File: src/hdl/hse_pkg.sv
package hse_pkg;

	// Data width of one stored value and the default store depth.
	localparam int VALUE_W      = 32;
	localparam int CAPACITY_DEF = 32;

	// Step counter of the control program.
	typedef logic [4:0] pc_t;

	localparam pc_t PC_LOAD  = 5'd0;
	localparam pc_t PC_BINIT = 5'd1;
	localparam pc_t PC_BCHK  = 5'd2;
	localparam pc_t PC_S0    = 5'd3;
	localparam pc_t PC_S1    = 5'd4;
	localparam pc_t PC_S2    = 5'd5;
	localparam pc_t PC_S3    = 5'd6;
	localparam pc_t PC_S4    = 5'd7;
	localparam pc_t PC_S5    = 5'd8;
	localparam pc_t PC_DINIT = 5'd9;
	localparam pc_t PC_D1    = 5'd10;
	localparam pc_t PC_D2    = 5'd11;
	localparam pc_t PC_X0    = 5'd12;
	localparam pc_t PC_X1    = 5'd13;
	localparam pc_t PC_X2    = 5'd14;
	localparam pc_t PC_X3    = 5'd15;
	localparam pc_t PC_PINIT = 5'd16;
	localparam pc_t PC_P1    = 5'd17;
	localparam pc_t PC_P2    = 5'd18;
	localparam pc_t PC_FIN   = 5'd19;

	// Datapath operation of one step.
	typedef enum logic [3:0] {
		OP_NOP,
		OP_LOAD,
		OP_BINIT,
		OP_BSTEP,
		OP_S1,
		OP_S2,
		OP_S3,
		OP_S4,
		OP_S5,
		OP_ICLR,
		OP_EMIT0,
		OP_EMIT1,
		OP_X1,
		OP_X2,
		OP_X3,
		OP_FIN
	} op_t;

	// Address that the store is read at in this step.
	typedef enum logic [2:0] {
		RA_ZERO,
		RA_POS,
		RA_LEFT,
		RA_RIGHT,
		RA_I,
		RA_LENM1
	} rsel_t;

	// Jump condition of one step.
	typedef enum logic [3:0] {
		C_NEVER,
		C_ALWAYS,
		C_NOT_LAST,
		C_I_ZERO,
		C_NO_LEFT,
		C_NO_RIGHT,
		C_TOP_POS,
		C_I_EQ_N,
		C_LEN_ZERO
	} cond_t;

	// One control word of the program.
	typedef struct packed {
		op_t   op;
		rsel_t rd;
		cond_t cond;
		pc_t   target;
		logic  use_ret;
		logic  ret_set;
		logic  ret_val;
	} ctrl_t;

	// Status the datapath reports back to the sequencer.
	typedef struct packed {
		logic last_acc;
		logic i_zero;
		logic no_left;
		logic no_right;
		logic top_pos;
		logic i_eq_n;
		logic len_zero;
		logic stall;
	} status_t;

	function automatic ctrl_t cw(op_t op, rsel_t rd, cond_t cond, pc_t target,
			logic use_ret, logic ret_set, logic ret_val);
		ctrl_t w;
		w.op      = op;
		w.rd      = rd;
		w.cond    = cond;
		w.target  = target;
		w.use_ret = use_ret;
		w.ret_set = ret_set;
		w.ret_val = ret_val;
		return w;
	endfunction

	// The control program. The sift routine (S0 to S5) returns to the build
	// loop or to the extract loop, as the return bit says.
	function automatic ctrl_t rom(pc_t pc);
		ctrl_t w;
		unique case (pc)
			PC_LOAD:  w = cw(OP_LOAD,  RA_ZERO,  C_NOT_LAST, PC_LOAD,  1'b0, 1'b0, 1'b0);
			PC_BINIT: w = cw(OP_BINIT, RA_ZERO,  C_NEVER,    PC_LOAD,  1'b0, 1'b0, 1'b0);
			PC_BCHK:  w = cw(OP_BSTEP, RA_ZERO,  C_I_ZERO,   PC_DINIT, 1'b0, 1'b1, 1'b0);
			PC_S0:    w = cw(OP_NOP,   RA_POS,   C_NEVER,    PC_LOAD,  1'b0, 1'b0, 1'b0);
			PC_S1:    w = cw(OP_S1,    RA_LEFT,  C_NO_LEFT,  PC_LOAD,  1'b1, 1'b0, 1'b0);
			PC_S2:    w = cw(OP_S2,    RA_RIGHT, C_NO_RIGHT, PC_S4,    1'b0, 1'b0, 1'b0);
			PC_S3:    w = cw(OP_S3,    RA_ZERO,  C_NEVER,    PC_LOAD,  1'b0, 1'b0, 1'b0);
			PC_S4:    w = cw(OP_S4,    RA_ZERO,  C_TOP_POS,  PC_LOAD,  1'b1, 1'b0, 1'b0);
			PC_S5:    w = cw(OP_S5,    RA_ZERO,  C_ALWAYS,   PC_S0,    1'b0, 1'b0, 1'b0);
			PC_DINIT: w = cw(OP_ICLR,  RA_ZERO,  C_NEVER,    PC_LOAD,  1'b0, 1'b0, 1'b0);
			PC_D1:    w = cw(OP_NOP,   RA_I,     C_I_EQ_N,   PC_X0,    1'b0, 1'b0, 1'b0);
			PC_D2:    w = cw(OP_EMIT0, RA_I,     C_ALWAYS,   PC_D1,    1'b0, 1'b0, 1'b0);
			PC_X0:    w = cw(OP_NOP,   RA_ZERO,  C_LEN_ZERO, PC_PINIT, 1'b0, 1'b0, 1'b0);
			PC_X1:    w = cw(OP_X1,    RA_LENM1, C_NEVER,    PC_LOAD,  1'b0, 1'b0, 1'b0);
			PC_X2:    w = cw(OP_X2,    RA_ZERO,  C_NEVER,    PC_LOAD,  1'b0, 1'b0, 1'b0);
			PC_X3:    w = cw(OP_X3,    RA_ZERO,  C_ALWAYS,   PC_S0,    1'b0, 1'b1, 1'b1);
			PC_PINIT: w = cw(OP_ICLR,  RA_ZERO,  C_NEVER,    PC_LOAD,  1'b0, 1'b0, 1'b0);
			PC_P1:    w = cw(OP_NOP,   RA_I,     C_I_EQ_N,   PC_FIN,   1'b0, 1'b0, 1'b0);
			PC_P2:    w = cw(OP_EMIT1, RA_I,     C_ALWAYS,   PC_P1,    1'b0, 1'b0, 1'b0);
			PC_FIN:   w = cw(OP_FIN,   RA_ZERO,  C_ALWAYS,   PC_LOAD,  1'b0, 1'b0, 1'b0);
			default:  w = cw(OP_NOP,   RA_ZERO,  C_ALWAYS,   PC_LOAD,  1'b0, 1'b0, 1'b0);
		endcase
		return w;
	endfunction

endpackage

File: src/hdl/hse_ram.sv
module hse_ram #(
	parameter int WIDTH = 32,
	parameter int DEPTH = 32,
	localparam int AW = $clog2(DEPTH)
) (
	input  logic             clk,
	input  logic             we,
	input  logic [AW-1:0]    waddr,
	input  logic [WIDTH-1:0] wdata,
	input  logic [AW-1:0]    raddr,
	output logic [WIDTH-1:0] rdata
);

	logic [WIDTH-1:0] mem_q [DEPTH];

	// One write port and one registered read port.
	always_ff @(posedge clk) begin
		if (we) begin
			mem_q[waddr] <= wdata;
		end
		rdata <= mem_q[raddr];
	end

endmodule

File: src/hdl/hse_seq.sv
module hse_seq (
	input  logic            clk,
	input  logic            arst_n,
	input  hse_pkg::status_t status,
	output hse_pkg::ctrl_t   ctrl
);
	import hse_pkg::*;

	pc_t  pc_q;
	logic ret_q;
	logic taken;
	pc_t  pc_next;

	// Control word of the current step.
	assign ctrl = rom(pc_q);

	// Evaluate the jump condition.
	always_comb begin
		unique case (ctrl.cond)
			C_NEVER:    taken = 1'b0;
			C_ALWAYS:   taken = 1'b1;
			C_NOT_LAST: taken = !status.last_acc;
			C_I_ZERO:   taken = status.i_zero;
			C_NO_LEFT:  taken = status.no_left;
			C_NO_RIGHT: taken = status.no_right;
			C_TOP_POS:  taken = status.top_pos;
			C_I_EQ_N:   taken = status.i_eq_n;
			C_LEN_ZERO: taken = status.len_zero;
			default:    taken = 1'b0;
		endcase
	end

	// Next step: hold on a stall, jump target, return point of the sift routine, or fall through.
	always_comb begin
		priority if (status.stall) begin
			pc_next = pc_q;
		end else if (taken && ctrl.use_ret) begin
			pc_next = ret_q ? PC_X0 : PC_BCHK;
		end else if (taken) begin
			pc_next = ctrl.target;
		end else begin
			pc_next = pc_q + pc_t'(1);
		end
	end

	// Step counter and return bit.
	always_ff @(posedge clk or negedge arst_n) begin
		if (!arst_n) begin
			pc_q  <= PC_LOAD;
			ret_q <= 1'b0;
		end else begin
			pc_q <= pc_next;
			if (ctrl.ret_set && !status.stall) begin
				ret_q <= ctrl.ret_val;
			end
		end
	end

endmodule

File: src/hdl/hse_dp.sv
module hse_dp #(
	parameter int CAPACITY = hse_pkg::CAPACITY_DEF
) (
	input  logic                               clk,
	input  logic                               arst_n,
	input  hse_pkg::ctrl_t                     ctrl,
	output hse_pkg::status_t                   status,
	input  logic                               s_tvalid,
	output logic                               s_tready,
	input  logic signed [hse_pkg::VALUE_W-1:0] s_tdata,
	input  logic                               s_tlast,
	output logic                               m_tvalid,
	input  logic                               m_tready,
	output logic signed [hse_pkg::VALUE_W-1:0] m_tdata,
	output logic                               m_tlast,
	output logic [1:0]                         m_tuser
);
	import hse_pkg::*;

	localparam int IDXW = $clog2(CAPACITY);
	localparam int CNTW = $clog2(CAPACITY + 1);
	localparam int XW   = IDXW + 2;

	logic [CNTW-1:0]           count_q;
	logic                      drop_q;
	logic [CNTW-1:0]           len_q;
	logic [CNTW-1:0]           i_q;
	logic [IDXW-1:0]           pos_q;
	logic [IDXW-1:0]           top_q;
	logic signed [VALUE_W-1:0] cur_q;
	logic signed [VALUE_W-1:0] topv_q;

	logic                      out_valid_q;
	logic signed [VALUE_W-1:0] out_value_q;
	logic                      out_phase_q;
	logic                      out_final_q;
	logic                      out_ovf_q;

	logic                      acc;
	logic                      emit;
	logic                      stall;
	logic                      has_room;
	logic [XW-1:0]             left;
	logic [XW-1:0]             right;
	logic [CNTW-1:0]           lenm1;
	logic [CNTW-1:0]           im1;
	logic [CNTW-1:0]           ip1;
	logic                      we;
	logic [IDXW-1:0]           waddr;
	logic signed [VALUE_W-1:0] wdata;
	logic [IDXW-1:0]           raddr;
	logic signed [VALUE_W-1:0] rdata;

	// Input handshake and the emit stall on a full output register.
	assign s_tready = (ctrl.op == OP_LOAD);
	assign acc      = s_tvalid && s_tready;
	assign emit     = (ctrl.op == OP_EMIT0) || (ctrl.op == OP_EMIT1);
	assign stall    = emit && out_valid_q && !m_tready;
	assign has_room = (count_q < CNTW'(CAPACITY));

	// Child positions and counter neighbors.
	assign left  = {1'b0, pos_q, 1'b1};
	assign right = left + XW'(1);
	assign lenm1 = len_q - CNTW'(1);
	assign im1   = i_q - CNTW'(1);
	assign ip1   = i_q + CNTW'(1);

	// Status toward the sequencer.
	always_comb begin
		status.last_acc = acc && s_tlast;
		status.i_zero   = (i_q == '0);
		status.no_left  = (left >= XW'(len_q));
		status.no_right = (right >= XW'(len_q));
		status.top_pos  = (top_q == pos_q);
		status.i_eq_n   = (i_q == count_q);
		status.len_zero = (len_q == '0);
		status.stall    = stall;
	end

	// Store read address.
	always_comb begin
		unique case (ctrl.rd)
			RA_ZERO:  raddr = '0;
			RA_POS:   raddr = pos_q;
			RA_LEFT:  raddr = left[IDXW-1:0];
			RA_RIGHT: raddr = right[IDXW-1:0];
			RA_I:     raddr = i_q[IDXW-1:0];
			RA_LENM1: raddr = lenm1[IDXW-1:0];
			default:  raddr = '0;
		endcase
	end

	// Store write port.
	always_comb begin
		we    = 1'b0;
		waddr = '0;
		wdata = cur_q;
		unique case (ctrl.op)
			OP_LOAD: begin
				we    = acc && has_room;
				waddr = count_q[IDXW-1:0];
				wdata = s_tdata;
			end
			OP_S4: begin
				we    = 1'b1;
				waddr = pos_q;
				wdata = topv_q;
			end
			OP_S5: begin
				we    = 1'b1;
				waddr = top_q;
				wdata = cur_q;
			end
			OP_X2: begin
				we    = 1'b1;
				waddr = '0;
				wdata = rdata;
			end
			OP_X3: begin
				we    = 1'b1;
				waddr = lenm1[IDXW-1:0];
				wdata = cur_q;
			end
			default: begin
				we = 1'b0;
			end
		endcase
	end

	hse_ram #(
		.WIDTH(VALUE_W),
		.DEPTH(CAPACITY)
	) u_ram (
		.clk  (clk),
		.we   (we),
		.waddr(waddr),
		.wdata(wdata),
		.raddr(raddr),
		.rdata(rdata)
	);

	// Working registers, changed by the operation of the current step.
	always_ff @(posedge clk or negedge arst_n) begin
		if (!arst_n) begin
			count_q <= '0;
			drop_q  <= 1'b0;
			len_q   <= '0;
			i_q     <= '0;
			pos_q   <= '0;
			top_q   <= '0;
		end else begin
			unique case (ctrl.op)
				OP_LOAD: begin
					if (acc && has_room) begin
						count_q <= count_q + CNTW'(1);
					end else if (acc) begin
						drop_q <= 1'b1;
					end
				end
				OP_BINIT: begin
					len_q <= count_q;
					i_q   <= count_q >> 1;
				end
				OP_BSTEP: begin
					i_q   <= im1;
					pos_q <= im1[IDXW-1:0];
				end
				OP_S1: begin
					top_q <= pos_q;
				end
				OP_S2: begin
					if (rdata > topv_q) begin
						top_q <= left[IDXW-1:0];
					end
				end
				OP_S3: begin
					if (rdata > topv_q) begin
						top_q <= right[IDXW-1:0];
					end
				end
				OP_S5: begin
					pos_q <= top_q;
				end
				OP_ICLR: begin
					i_q <= '0;
				end
				OP_EMIT0, OP_EMIT1: begin
					if (!stall) begin
						i_q <= ip1;
					end
				end
				OP_X3: begin
					len_q <= lenm1;
					pos_q <= '0;
				end
				OP_FIN: begin
					count_q <= '0;
					drop_q  <= 1'b0;
				end
				default: begin
				end
			endcase
		end
	end

	// Values held while sifting: the moving value and the largest seen so far.
	always_ff @(posedge clk) begin
		unique case (ctrl.op)
			OP_S1: begin
				cur_q  <= rdata;
				topv_q <= rdata;
			end
			OP_S2, OP_S3: begin
				if (rdata > topv_q) begin
					topv_q <= rdata;
				end
			end
			OP_X1: begin
				cur_q <= rdata;
			end
			default: begin
			end
		endcase
	end

	// Output register: loaded on an emit step, freed when the word is taken.
	always_ff @(posedge clk or negedge arst_n) begin
		if (!arst_n) begin
			out_valid_q <= 1'b0;
		end else if (emit && !stall) begin
			out_valid_q <= 1'b1;
		end else if (m_tready) begin
			out_valid_q <= 1'b0;
		end
	end

	always_ff @(posedge clk) begin
		if (emit && !stall) begin
			out_value_q <= rdata;
			out_phase_q <= (ctrl.op == OP_EMIT1);
			out_final_q <= (ctrl.op == OP_EMIT1) && (ip1 == count_q);
			out_ovf_q   <= drop_q;
		end
	end

	assign m_tvalid = out_valid_q;
	assign m_tdata  = out_value_q;
	assign m_tlast  = out_final_q;
	assign m_tuser  = {out_ovf_q, out_phase_q};

endmodule

File: src/hdl/heap_sort_engine.sv
// Heap sort engine: sorts a set of signed 32-bit values with a binary max-heap.
// Input words arrive on the s_ channel, one value each; s_tlast marks the last
// value of the set and starts the sort. Up to CAPACITY values are kept; later
// values of the same set are dropped, and every result of that set then
// carries the overflow flag.
// Results leave on the m_ channel: first the heap array in array order
// (phase 0), then all values in ascending order (phase 1), with m_tlast on the
// final sorted word. A set of n values gives 2n result words.
// Loading takes one word per cycle. The sort runs in a microcoded sequencer
// over one single-port-read store.
// s_tready stays low from the last word until the sequencer has run its P1 and
// FIN steps after the last result enters the output register. A stall on
// m_tready holds the sequencer at its emit step; nothing is lost. Reset returns
// to loading with an empty store and a clear overflow flag; the store itself
// is not cleared.
module heap_sort_engine #(
	parameter int CAPACITY = hse_pkg::CAPACITY_DEF
) (
	input  logic                               clk,
	input  logic                               arst_n,
	input  logic                               s_tvalid,
	output logic                               s_tready,
	input  logic signed [hse_pkg::VALUE_W-1:0] s_tdata,  // [31:0] value
	input  logic                               s_tlast,
	output logic                               m_tvalid,
	input  logic                               m_tready,
	output logic signed [hse_pkg::VALUE_W-1:0] m_tdata,  // [31:0] value_res
	output logic                               m_tlast,
	output logic [1:0]                         m_tuser   // [0] phase, [1] overflow
);
	import hse_pkg::*;

	ctrl_t   ctrl;
	status_t status;

	hse_seq u_seq (
		.clk   (clk),
		.arst_n(arst_n),
		.status(status),
		.ctrl  (ctrl)
	);

	hse_dp #(
		.CAPACITY(CAPACITY)
	) u_dp (
		.clk     (clk),
		.arst_n  (arst_n),
		.ctrl    (ctrl),
		.status  (status),
		.s_tvalid(s_tvalid),
		.s_tready(s_tready),
		.s_tdata (s_tdata),
		.s_tlast (s_tlast),
		.m_tvalid(m_tvalid),
		.m_tready(m_tready),
		.m_tdata (m_tdata),
		.m_tlast (m_tlast),
		.m_tuser (m_tuser)
	);

endmodule

File: config.mk
export PLATFORM = sky130hd
export DESIGN_NAME = heap_sort_engine
export DESIGN_NICKNAME = d
export VERILOG_FILES = /design/src/hdl/hse_pkg.sv /design/src/hdl/hse_ram.sv /design/src/hdl/hse_seq.sv /design/src/hdl/hse_dp.sv /design/src/hdl/heap_sort_engine.sv
export SDC_FILE = /design/constraint.sdc
export NUM_CORES = 2
export LEC_CHECK = 0
export BUFFER_PORTS_ARGS = -buffer_cell sky130_fd_sc_hd__buf_2
export CORE_MARGIN = 2
export CORE_UTILIZATION = 50
export DETAILED_ROUTE_END_ITERATION = 10
export PLACE_DENSITY = 0.73
export SETUP_SLACK_MARGIN = 0.1
export SLEW_MARGIN = 15
export SYNTH_ARGS = -nofsm -noshare
export SYNTH_HDL_FRONTEND = slang
export SYNTH_SLANG_ARGS = --single-unit
File: constraint.sdc
create_clock -name clk -period 6.25 [get_ports clk]
set_input_delay 0.3125 -clock clk [delete_from_list [all_inputs] [get_ports clk]]
set_output_delay 0.3125 -clock clk [all_outputs]
set_load 0.02 [all_outputs]
==> out/results.ini <==
[worst_setup_path]
crit_top_cell = nand2_1
startpoint_type = flop
end_kind = flop
cp_top_family = simple AND/OR/NAND/NOR gates
cp_max_fo = 32
crit_type = reg2reg
slowest_stage = nor2_4
cpPeakStageDelay_ns = 0.88
crit_chain = inv_1 > ha_1 > mux2i_1 > o311a_1 > nor2_1 > nand2_1 > o2bb2ai_1 > a221oi_1 > nand2_1 > nor2_4
cp.arrival_ns = 5.72
crit_required_ns = 6.52
path_buf_inv = 1

[die]
core_area_mm2 = 0.0969
rows = 114
io_pins = 74
initial_core_util = 0.506
die_h_um = 317
die-area_mm2 = 0.101
die_x_um = 317

[clock_network]
cts_tree = built
postCtsSetupRepairBufs = 0
ctsResizeCount = 0
cts.sinks = 1191
cts_root_buf = clkbuf_16
insertion_delay_ns = 0.69
clockBufferDepth = 3
cts_made_buffers = 110
clkTransAtPathRegs_ns = 0.07
htree_levels = 3

[power]
power.density_mw_per_mm2 = 277
finalPower_mw = 15.3
p_leak_nw = 18.0
ir_drop_mv = 0.253

[route]
drc = 0
vias = 31900
first_iter_violations = 4411
top_layer_used = met5
wl_met1_um = 50100
wl_met2_um = 55800
vias_per_cell = 6.14
drt-pass1-iter-count = 6
postRouteAntennaNets = 0
met3WireLength_um = 14400
wire_per_inst_um = 23.7
routed_wl_um = 123000

[yosys]
netlist_instances = 3748
synthArstFlopShare = 0.0302
yosys-top-cells-area = edfxtp_1 (69%), nand2_1 (6.8%), nand3_1 (2.2%)
synth_area_mm2 = 0.0490
ys_warn_count = 0
avgSynthCellArea_um2 = 13.1
syn-num-nets = 3842
synth_top_area_frac = 0.688
synth_edf_count = 1123
yosysTopAreaCell = edfxtp_1
synth_flop_cell = edfxtp_1
ys_types = 92
ys_seq_area_frac = 0.720
ys_ff_latch = 1191

[placement]
dp.cells = 4978
dp_slack_ns = 0.917
hpwl_um = 74500
portBuffers = 73
gp_congestion = 0.921

[sta]
worst_slew_pin_slew_ns = 1.14
max_freq_ghz = 0.184
relSlewSlack = 0.242
rsz0062_at_grt = false
skew_ns = 0.0478
fin_crit_sh = 0.871
slew_viol_final = 0
setup_viol = 0
hold_violations = 0
final_period_minus_worst_setup_slack_ns = 5.45
whs_ns = 0.312
setup-tns-final_ns = 0
worst_slack_ns = 0.804

[finish]
drive_gt1_frac = 0.126
final_common_cell = edfxtp_1
multi_input_area_mm2 = 0.0130
fillers = 7398
final_cell_mix = edfxtp_1 (1,123), nand2_1 (890), nand3_1 (216)
seq_area_mm2 = 0.0353
area_growth_pct = 12.7
n_antenna_cell = 0
final_nets = 3911
stdcell_count = 5190

[status]
status = complete, no violations

[grt]
antenna_found_initial = 5
grt_pass1_wl_um = 183000
grt_util_all_layers = 0.240
grt_max_degree = 115
grt_pass1_vias = 30100
grt_overflow = 0

[job]
cap_violations = 0

[hold_path]
hold_path.class = in2async

registers in the layout, summed over array words and instances (netlist names):
signal	flops
u_dp.u_ram.mem_q	1024
u_dp.count_q	6
u_dp.cur_q	32
u_dp.m_tlast	1
u_seq.ret_q	1
u_dp.drop_q	1
u_dp.m_tdata	32
u_dp.i_q	6
u_dp.pos_q	5
u_dp.u_ram.rdata	32
u_dp.out_ovf_q	1
u_dp.out_phase_q	1
u_dp.m_tvalid	1
u_dp.top_q	5
u_seq.pc_q	5
u_dp.topv_q	32
u_dp.len_q	6
logic make-up (layout without fill, tap and decap cells):
family                   Yosys count  in the layout  synth area share
buffers and inverters            295            461            0.0267
flip-flops                      1191           1191             0.720
AO/OA/AOI/OAI                    678            678            0.0920
XOR/XNOR                          33             33           0.00590
AND/OR/NAND/NOR                 1430           1430             0.128
adder cells (fa/ha/maj)           57             57            0.0146
multiplexers                      64             64            0.0134
layer usage:
metal | track usage | vias up
met5 | 0 | -
met4 | 0.0585 | 6
met3 | 0.0589 | 203
met2 | 0.368 | 1796
met1 | 0.347 | 15700
li1 | - | 14200
where the power goes:
group / internal [mW] / switching [mW]
Combinational: 0.00918 / 0.0112
Clock: 3.78 / 2.91
Sequential: 8.59 / 0.0000000000000000265
Total: 12.4 / 2.93
cells in the mapped netlist, types with 12 or more instances:
library cell and count:
buf_1 21, xor2_1 12, a22oi_1 36, inv_1 51, mux2_2 12, mux2i_1 52, a32oi_1 29, nand4b_1 30
o22ai_1 46, clkbuf_1 129, nand4_1 17, o21ai_0 59, nand2_1 890, nor2_1 131, edfxtp_1 1123, xnor2_1 21
a21oi_1 198, nor3_1 14, buf_2 75, a31oi_1 129, dfrtp_1 36, dfxtp_1 32, nand3_1 216, a221oi_1 66
and3_1 68, o211ai_1 40, ha_1 57
worst paths after layout:
kind | startpoint | to | cells past startpoint | slack [ns]
min in group clk | s_tdata[19] | u_dp.u_ram.mem_q[25][19] | 5 | 0.45
worst max-delay path | u_seq.pc_q[1] | u_dp.u_ram.mem_q[0][24] | 10 | 0.80
worst min-delay path | arst_n | u_dp.top_q[4] | 2 | 0.31
max in group asynchronous | arst_n | u_dp.count_q[0] | 2 | 5.36
worst min register to register | u_dp.drop_q | u_dp.out_ovf_q | 0 | 0.47
worst max register to register | u_seq.pc_q[1] | u_dp.u_ram.mem_q[0][24] | 10 | 0.80
cell type report:
cell class              instances  area share
clock buffers                 152      0.0547
clock inverters                57      0.0111
repair buffers                200      0.0267
multi-input cells            2262       0.236
well taps                    1276      0.0289
flip-flops and latches       1191       0.639
inverters                      52     0.00354
stage by stage:
stage          utilization  cell area, µm²
3_5_place_dp         0.532           51500
3_3_place_gp         0.532           51500
4_1_cts              0.570           55200
5_1_grt              0.570           55200
6_report             0.570           55200
2_1_floorplan            -           49000
timing repair:
action,in CTS,in global routing
hold endpoints to repair,38,0
hold buffers,3,0
setup endpoints to repair,0,0
Power figures use the tool's default switching activity.
